$ cat config.mk
export PLATFORM = sky130hd
export DESIGN_NAME = lpbc_gate_unit
export DESIGN_NICKNAME = d
export VERILOG_FILES = /design/src/rtl/lpbc_pkg.sv /design/src/rtl/lpbc_gate_unit.sv
export SDC_FILE = /design/constraint.sdc
export NUM_CORES = 1
export LEC_CHECK = 0
export ABC_AREA = 0
export BUFFER_PORTS_ARGS = -buffer_cell sky130_fd_sc_hd__clkbuf_2
export CORE_ASPECT_RATIO = 1.5
export CORE_MARGIN = 2
export CORE_UTILIZATION = 53
export DETAILED_ROUTE_END_ITERATION = 10
export PLACE_DENSITY = 0.67
export SETUP_SLACK_MARGIN = 0.05
export SKIP_LAST_GASP = 1
export SYNTH_ARGS = -nofsm -noshare
export SYNTH_HDL_FRONTEND = slang
export SYNTH_SLANG_ARGS = --single-unit
export TNS_END_PERCENT = 10
$ cat constraint.sdc
create_clock -name clk -period 6.7 [get_ports clk]
set_clock_uncertainty 0.15 [all_clocks]
set_input_delay 2.01 -clock clk [delete_from_list [all_inputs] [get_ports clk]]
set_output_delay 2.01 -clock clk [all_outputs]
set_load 0.01 [all_outputs]
$ cat src/rtl/lpbc_pkg.sv
`timescale 1ns / 1ps
// ----------------------------------------------------------------------------
// lpbc_pkg
// Shared constants, codes and types of the LED PWM and blink controller.
// ----------------------------------------------------------------------------
package lpbc_pkg;

    localparam int NUM_LEDS      = 8;
    localparam int BLINK_UNIT_MS = 10;

    localparam int LED_W     = 8;
    localparam int CMD_W     = 2;
    localparam int ADDR_W    = 8;
    localparam int DATA_W    = 8;
    localparam int NOW_W     = 16;
    localparam int COUNT_W   = 4;
    localparam int LEVEL_W   = 4;
    localparam int PAIR_MAX  = LED_W / 2;
    localparam int NUM_PAIRS = NUM_LEDS / 2;
    localparam int PAIR_IDX_W = $clog2(PAIR_MAX);

    localparam int PERIOD_W  = DATA_W + $clog2(BLINK_UNIT_MS + 1);
    localparam int PROD_W    = PERIOD_W + DATA_W;
    localparam int REM_W     = PERIOD_W + 1;
    localparam int DIV_CNT_W = $clog2(NOW_W);

    localparam logic [CMD_W-1:0] CMD_READ  = 2'd0;
    localparam logic [CMD_W-1:0] CMD_WRITE = 2'd1;
    localparam logic [CMD_W-1:0] CMD_TICK  = 2'd2;

    localparam logic [ADDR_W-1:0] ADDR_COUNT      = 8'd0;
    localparam logic [ADDR_W-1:0] ADDR_STATE      = 8'd1;
    localparam logic [ADDR_W-1:0] ADDR_BRIGHTNESS = 8'd2;
    localparam logic [ADDR_W-1:0] ADDR_BLINK      = 8'd3;
    localparam logic [ADDR_W-1:0] ADDR_PERIOD     = 8'd4;
    localparam logic [ADDR_W-1:0] ADDR_DUTY       = 8'd5;
    localparam logic [ADDR_W-1:0] ADDR_LEVEL_BASE = 8'd6;

    localparam logic [LEVEL_W-1:0] LEVEL_FULL      = 4'hF;
    localparam logic [DATA_W-1:0]  MASTER_FULL     = 8'hFF;
    localparam logic [DATA_W-1:0]  PERIOD_RESET    = 8'd50;
    localparam logic [DATA_W-1:0]  DUTY_RESET      = 8'h80;
    localparam logic [DATA_W-1:0]  LEVEL_PAIR_FULL = 8'hFF;

    typedef enum logic [1:0] {
        S_IDLE,
        S_EXEC,
        S_GATE,
        S_RESULT
    } ctl_state_t;

    typedef enum logic [2:0] {
        G_IDLE,
        G_MUL,
        G_DIV,
        G_SCALE,
        G_CMP
    } gate_state_t;

    typedef struct packed {
        logic done;
        logic open;
    } gate_stat_t;

endpackage

$ cat src/rtl/lpbc_gate_unit.sv
`timescale 1ns / 1ps
// ----------------------------------------------------------------------------
// lpbc_gate_unit
// Blink gate: time modulo period by restoring division, then a duty compare,
// all through one shared subtractor.
// ----------------------------------------------------------------------------
module lpbc_gate_unit
    import lpbc_pkg::*;
(
    input  logic              clk,
    input  logic              rst_n,
    input  logic              start,
    input  logic [NOW_W-1:0]  now_ms,
    input  logic [DATA_W-1:0] blink_period,
    input  logic [DATA_W-1:0] duty_cfg,
    output gate_stat_t        stat
);

    gate_state_t state_reg, state_next;
    logic [DIV_CNT_W-1:0] cnt_reg, cnt_next;

    logic [PERIOD_W-1:0] period_reg;
    logic [DATA_W-1:0]   duty_reg;
    logic [PROD_W-1:0]   prod_reg;
    logic [NOW_W-1:0]    dvd_reg;
    logic [REM_W-1:0]    rem_reg;
    logic [PROD_W-1:0]   scaled_reg;

    logic [REM_W-1:0]  shifted;
    logic [PROD_W-1:0] sub_a;
    logic [PROD_W-1:0] sub_b;
    logic [PROD_W-1:0] diff;
    logic              borrow;

    assign shifted = {rem_reg[PERIOD_W-1:0], dvd_reg[NOW_W-1]};
    assign {borrow, diff} = {1'b0, sub_a} - {1'b0, sub_b};

    always_comb
    begin
        state_next = state_reg;
        cnt_next   = cnt_reg;
        case (state_reg)
            G_IDLE:
            begin
                if (start)
                begin
                    state_next = G_MUL;
                end
            end
            G_MUL:
            begin
                state_next = G_DIV;
                cnt_next   = DIV_CNT_W'(NOW_W - 1);
            end
            G_DIV:
            begin
                cnt_next = cnt_reg - 1'b1;
                if (cnt_reg == '0)
                begin
                    state_next = G_SCALE;
                end
            end
            G_SCALE:
            begin
                state_next = G_CMP;
            end
            G_CMP:
            begin
                state_next = G_IDLE;
            end
            default:
            begin
                state_next = G_IDLE;
            end
        endcase
    end

    // shared subtractor operand select
    always_comb
    begin
        sub_a     = prod_reg;
        sub_b     = scaled_reg;
        stat.done = 1'b0;
        stat.open = 1'b0;
        case (state_reg)
            G_DIV:
            begin
                sub_a = PROD_W'(shifted);
                sub_b = PROD_W'(period_reg);
            end
            G_SCALE:
            begin
                sub_a = {rem_reg[PERIOD_W-1:0], {DATA_W{1'b0}}};
                sub_b = PROD_W'(rem_reg);
            end
            G_CMP:
            begin
                // open when prod - 255*ph >= 255
                stat.done = 1'b1;
                stat.open = !borrow && ((|diff[PROD_W-1:DATA_W]) || (&diff[DATA_W-1:0]));
            end
            default:
            begin
                sub_a = prod_reg;
                sub_b = scaled_reg;
            end
        endcase
    end

    always_ff @(posedge clk or negedge rst_n)
    begin
        if (!rst_n)
        begin
            state_reg <= G_IDLE;
            cnt_reg   <= '0;
        end
        else
        begin
            state_reg <= state_next;
            cnt_reg   <= cnt_next;
        end
    end

    always_ff @(posedge clk)
    begin
        case (state_reg)
            G_IDLE:
            begin
                if (start)
                begin
                    period_reg <= PERIOD_W'(blink_period) * PERIOD_W'(BLINK_UNIT_MS);
                    duty_reg   <= duty_cfg;
                    dvd_reg    <= now_ms;
                end
            end
            G_MUL:
            begin
                prod_reg <= PROD_W'(period_reg) * PROD_W'(duty_reg);
                rem_reg  <= '0;
            end
            G_DIV:
            begin
                rem_reg <= borrow ? shifted : diff[REM_W-1:0];
                dvd_reg <= {dvd_reg[NOW_W-2:0], 1'b0};
            end
            G_SCALE:
            begin
                scaled_reg <= diff;
            end
            default:
            begin
                prod_reg <= prod_reg;
            end
        endcase
    end

endmodule

==> results_dict.tcl <==
set metrics [dict create \
    avgViaCountPerCell 5.562 \
    fillers 1327 \
    cts_tree "done" \
    core_area_um2 15140 \
    worstSetupStartpoint "state_reg[2]$_DFFE_PN0P_" \
    grt_antenna_before_repair 0 \
    period_needed_ns 6.241 \
    largest_reg_flops 20 \
    rr_endpoint "prod_reg[19]$_DFFE_PP_" \
    period_share_pct 93.15 \
    htree_levels 3 \
    drtAntennaViolNets 0 \
    initial_utilization_pct 54.26 \
    ys_seq_elements 94 \
    wl_um 18230 \
    postPlaceCellArea_um2 8582 \
    max_freq_mhz 160.2 \
    hold_class "flip-flop to flip-flop" \
    tightest_slew_ns 0.7025 \
    gp_congestion 0.9122 \
    r2r-start "duty_reg[7]$_DFFE_PP_" \
    seq_area_frac_synth_pct 33.93 \
    cts-hold-fix-buffers 0 \
    syn-mean-instance-area_um2 9.609 \
    ys_warn_count 0 \
    yosys.area.top_type "edfxtp_1" \
    path_clk_slew_ns 0.08 \
    dieArea_um2 16530 \
    multi_input_area_um2 4936 \
    path_class "flip-flop to primary output" \
    synth_top_area_share_pct 31.80 \
    synthTopCellsByArea "edfxtp_1 (32%), fa_1 (14%), ha_1 (11%)" \
    fin_area_um2 8881 \
    wire_per_inst_um 16.85 \
    place_inst 1066 \
    status "finished, final reports clean" \
    critPathLaunchType "flip-flop" \
    regArea_um2 2788 \
    dr.pass1.iters 5 \
    async_flop_share_pct 7.447 \
    post_cts_resize_count 0 \
    grt_usage_pct 23.52 \
    synthesis.area_um2 8215 \
    critPathRequiredTime_ns 4.54 \
    clk_latency_ns 0.35 \
    ys_types 60 \
    relSlewSlack_pct 53.05 \
    io_pins 37 \
    reg2reg_depth 16 \
    die_w_um 105.7 \
    dp_hpwl_um 14730 \
    final-hold-violation-count 0 \
    slew_viol_final 0 \
    cp-end-kind "primary output" \
    path_depth 14 \
    via_count 6018 \
    die_y_um 156.5 \
    area_delta_synth_final_pct 8.102 \
    final_nets 1041 \
    final_cell_count_no_fill 1082 \
    synth-edff-count 87 \
    cts_root_buf "clkbuf_16" \
    grt_start_max_net_pins 62 \
    grt-ovfl-total 0 \
    setup_tns_ns 0 \
    crit_buf_inv 2 \
    grt_pass1_wl_um 30570 \
    drtIter0Drc 283 \
    critical_path_arrival_ns 4.08 \
    crit_end "stat[0]" \
    crit_top_cell "a21oi_1" \
    synth_most_common_cell "nand2_1" \
    synthFlopType "edfxtp_1" \
    path_cells "nand2b_2, buf_12, nand2_1, o21a_1, fa_1, nand2b_1, a21oi_1, o21ai_0, xor2_1, o221ai_1, or4_1, nor3_2, a21oi_1, clkbuf_2" \
    critPathTopFamily "simple AND/OR/NAND/NOR gates" \
    grt_setup_unrepaired "false" \
    core.rowCount 55 \
    post-cts-setup-buffer-count 0 \
    cap_violations 0 \
    numCtsBuffers 9 \
    fin_ws_ns 0.4590 \
    drt_drc_violations_left 0 \
    grt_pass1_vias 6422 \
    worstPathMaxFanout 61 \
    n_antenna_cell 0 \
    critical_path.max_stage_delay_ns 0.47 \
    rrSetupSlack_ns 1.48 \
    layout-drive-gt1-share_pct 8.947 \
    port_buffers 36 \
    clock_sinks 94 \
    syn_inst 855 \
    synth_nets 1018 \
    setup_viol 0 \
    clock_tree.buffer_depth 2 \
    cp_slowest_cell "fa_1" \
    netlist_top_cells_count "nand2_1 (139), inv_1 (96), edfxtp_1 (87), and2_1 (75), ha_1 (72)" \
    place_ws_ns 0.8826 \
]
## layout make-up
class / count / share of cell area [%]
Clock buffer: 9 / 2.536
Clock inverter: 7 / 0.8312
Inverter: 97 / 4.100
Multi-Input combinational cell: 633 / 55.58
Sequential cell: 94 / 31.39
Tap cell: 199 / 2.804
Timing Repair Buffer: 43 / 2.761
## how the worst min path moves through the flow
| stage | cells past startpoint | slack (ns) | endpoint | start |
|---|---|---|---|---|
| after floorplan | 1 | 0.30 | state_reg[0]$_DFFE_PN0P_ | state_reg[2]$_DFFE_PN0P_ |
| after global placement | 1 | 0.33 | cnt_reg[0]$_DFFE_PN0P_ | cnt_reg[0]$_DFFE_PN0P_ |
| after detailed placement | 1 | 0.33 | cnt_reg[0]$_DFFE_PN0P_ | cnt_reg[0]$_DFFE_PN0P_ |
| after CTS | 1 | 0.34 | cnt_reg[0]$_DFFE_PN0P_ | cnt_reg[0]$_DFFE_PN0P_ |
| after global routing | 1 | 0.37 | cnt_reg[0]$_DFFE_PN0P_ | cnt_reg[0]$_DFFE_PN0P_ |
| final | 1 | 0.35 | cnt_reg[0]$_DFFE_PN0P_ | cnt_reg[0]$_DFFE_PN0P_ |
## layout by cell type, fill, tap and decap left out, types with 19 or more instances in the layout
cell type	count
nand2_1	139
a21oi_1	53
mux2i_1	19
xnor2_1	22
ha_1	72
and2_1	75
fa_1	56
inv_1	96
nor2_1	36
clkbuf_2	36
edfxtp_1	87
o21ai_0	35
## worst register-to-register path: stages (launching register included)
cell	delay, ns
edfxtp_1	0.58
and2_1	0.27
fa_1	0.50
fa_1	0.52
fa_1	0.54
inv_1	0.05
fa_1	0.53
inv_1	0.04
ha_1	0.35
a21o_1	0.20
a21oi_1	0.20
nor2b_1	0.09
a31o_2	0.22
a211oi_1	0.33
o31ai_1	0.12
a21oi_1	0.18
xnor2_1	0.09
## cells by family after synthesis
logic type / after synthesis / share of synthesized area, %
adders and majority gates: 128 / 24.61
DFF: 94 / 33.93
and+or+nand+nor: 303 / 17.79
xor gates and xnor gates: 32 / 3.411
buffers and inverters: 128 / 6.092
AOI/OAI and AO/OA: 151 / 11.85
muxes: 19 / 2.315
## routing by layer
metal,vias up,share of wire [%],GRT usage [%]
met5,-,0,0
met4,0,4.3,10.90
met3,51,2.9,2.832
met2,145,55,45.28
met1,2903,38,25.31
li1,2919,-,-
## stage by stage
stage,hold slack (ns),util [%]
2_1_floorplan,0.2995,-
3_3_place_gp,0.3274,56.69
3_5_place_dp,0.3315,56.69
4_1_cts,0.3426,58.66
5_1_grt,0.3697,58.66
6_report,0.3455,58.66
Power is left out: the tool's default activity adds up to more than one toggle a clock period on the data nets, which glitch-free logic cannot reach.
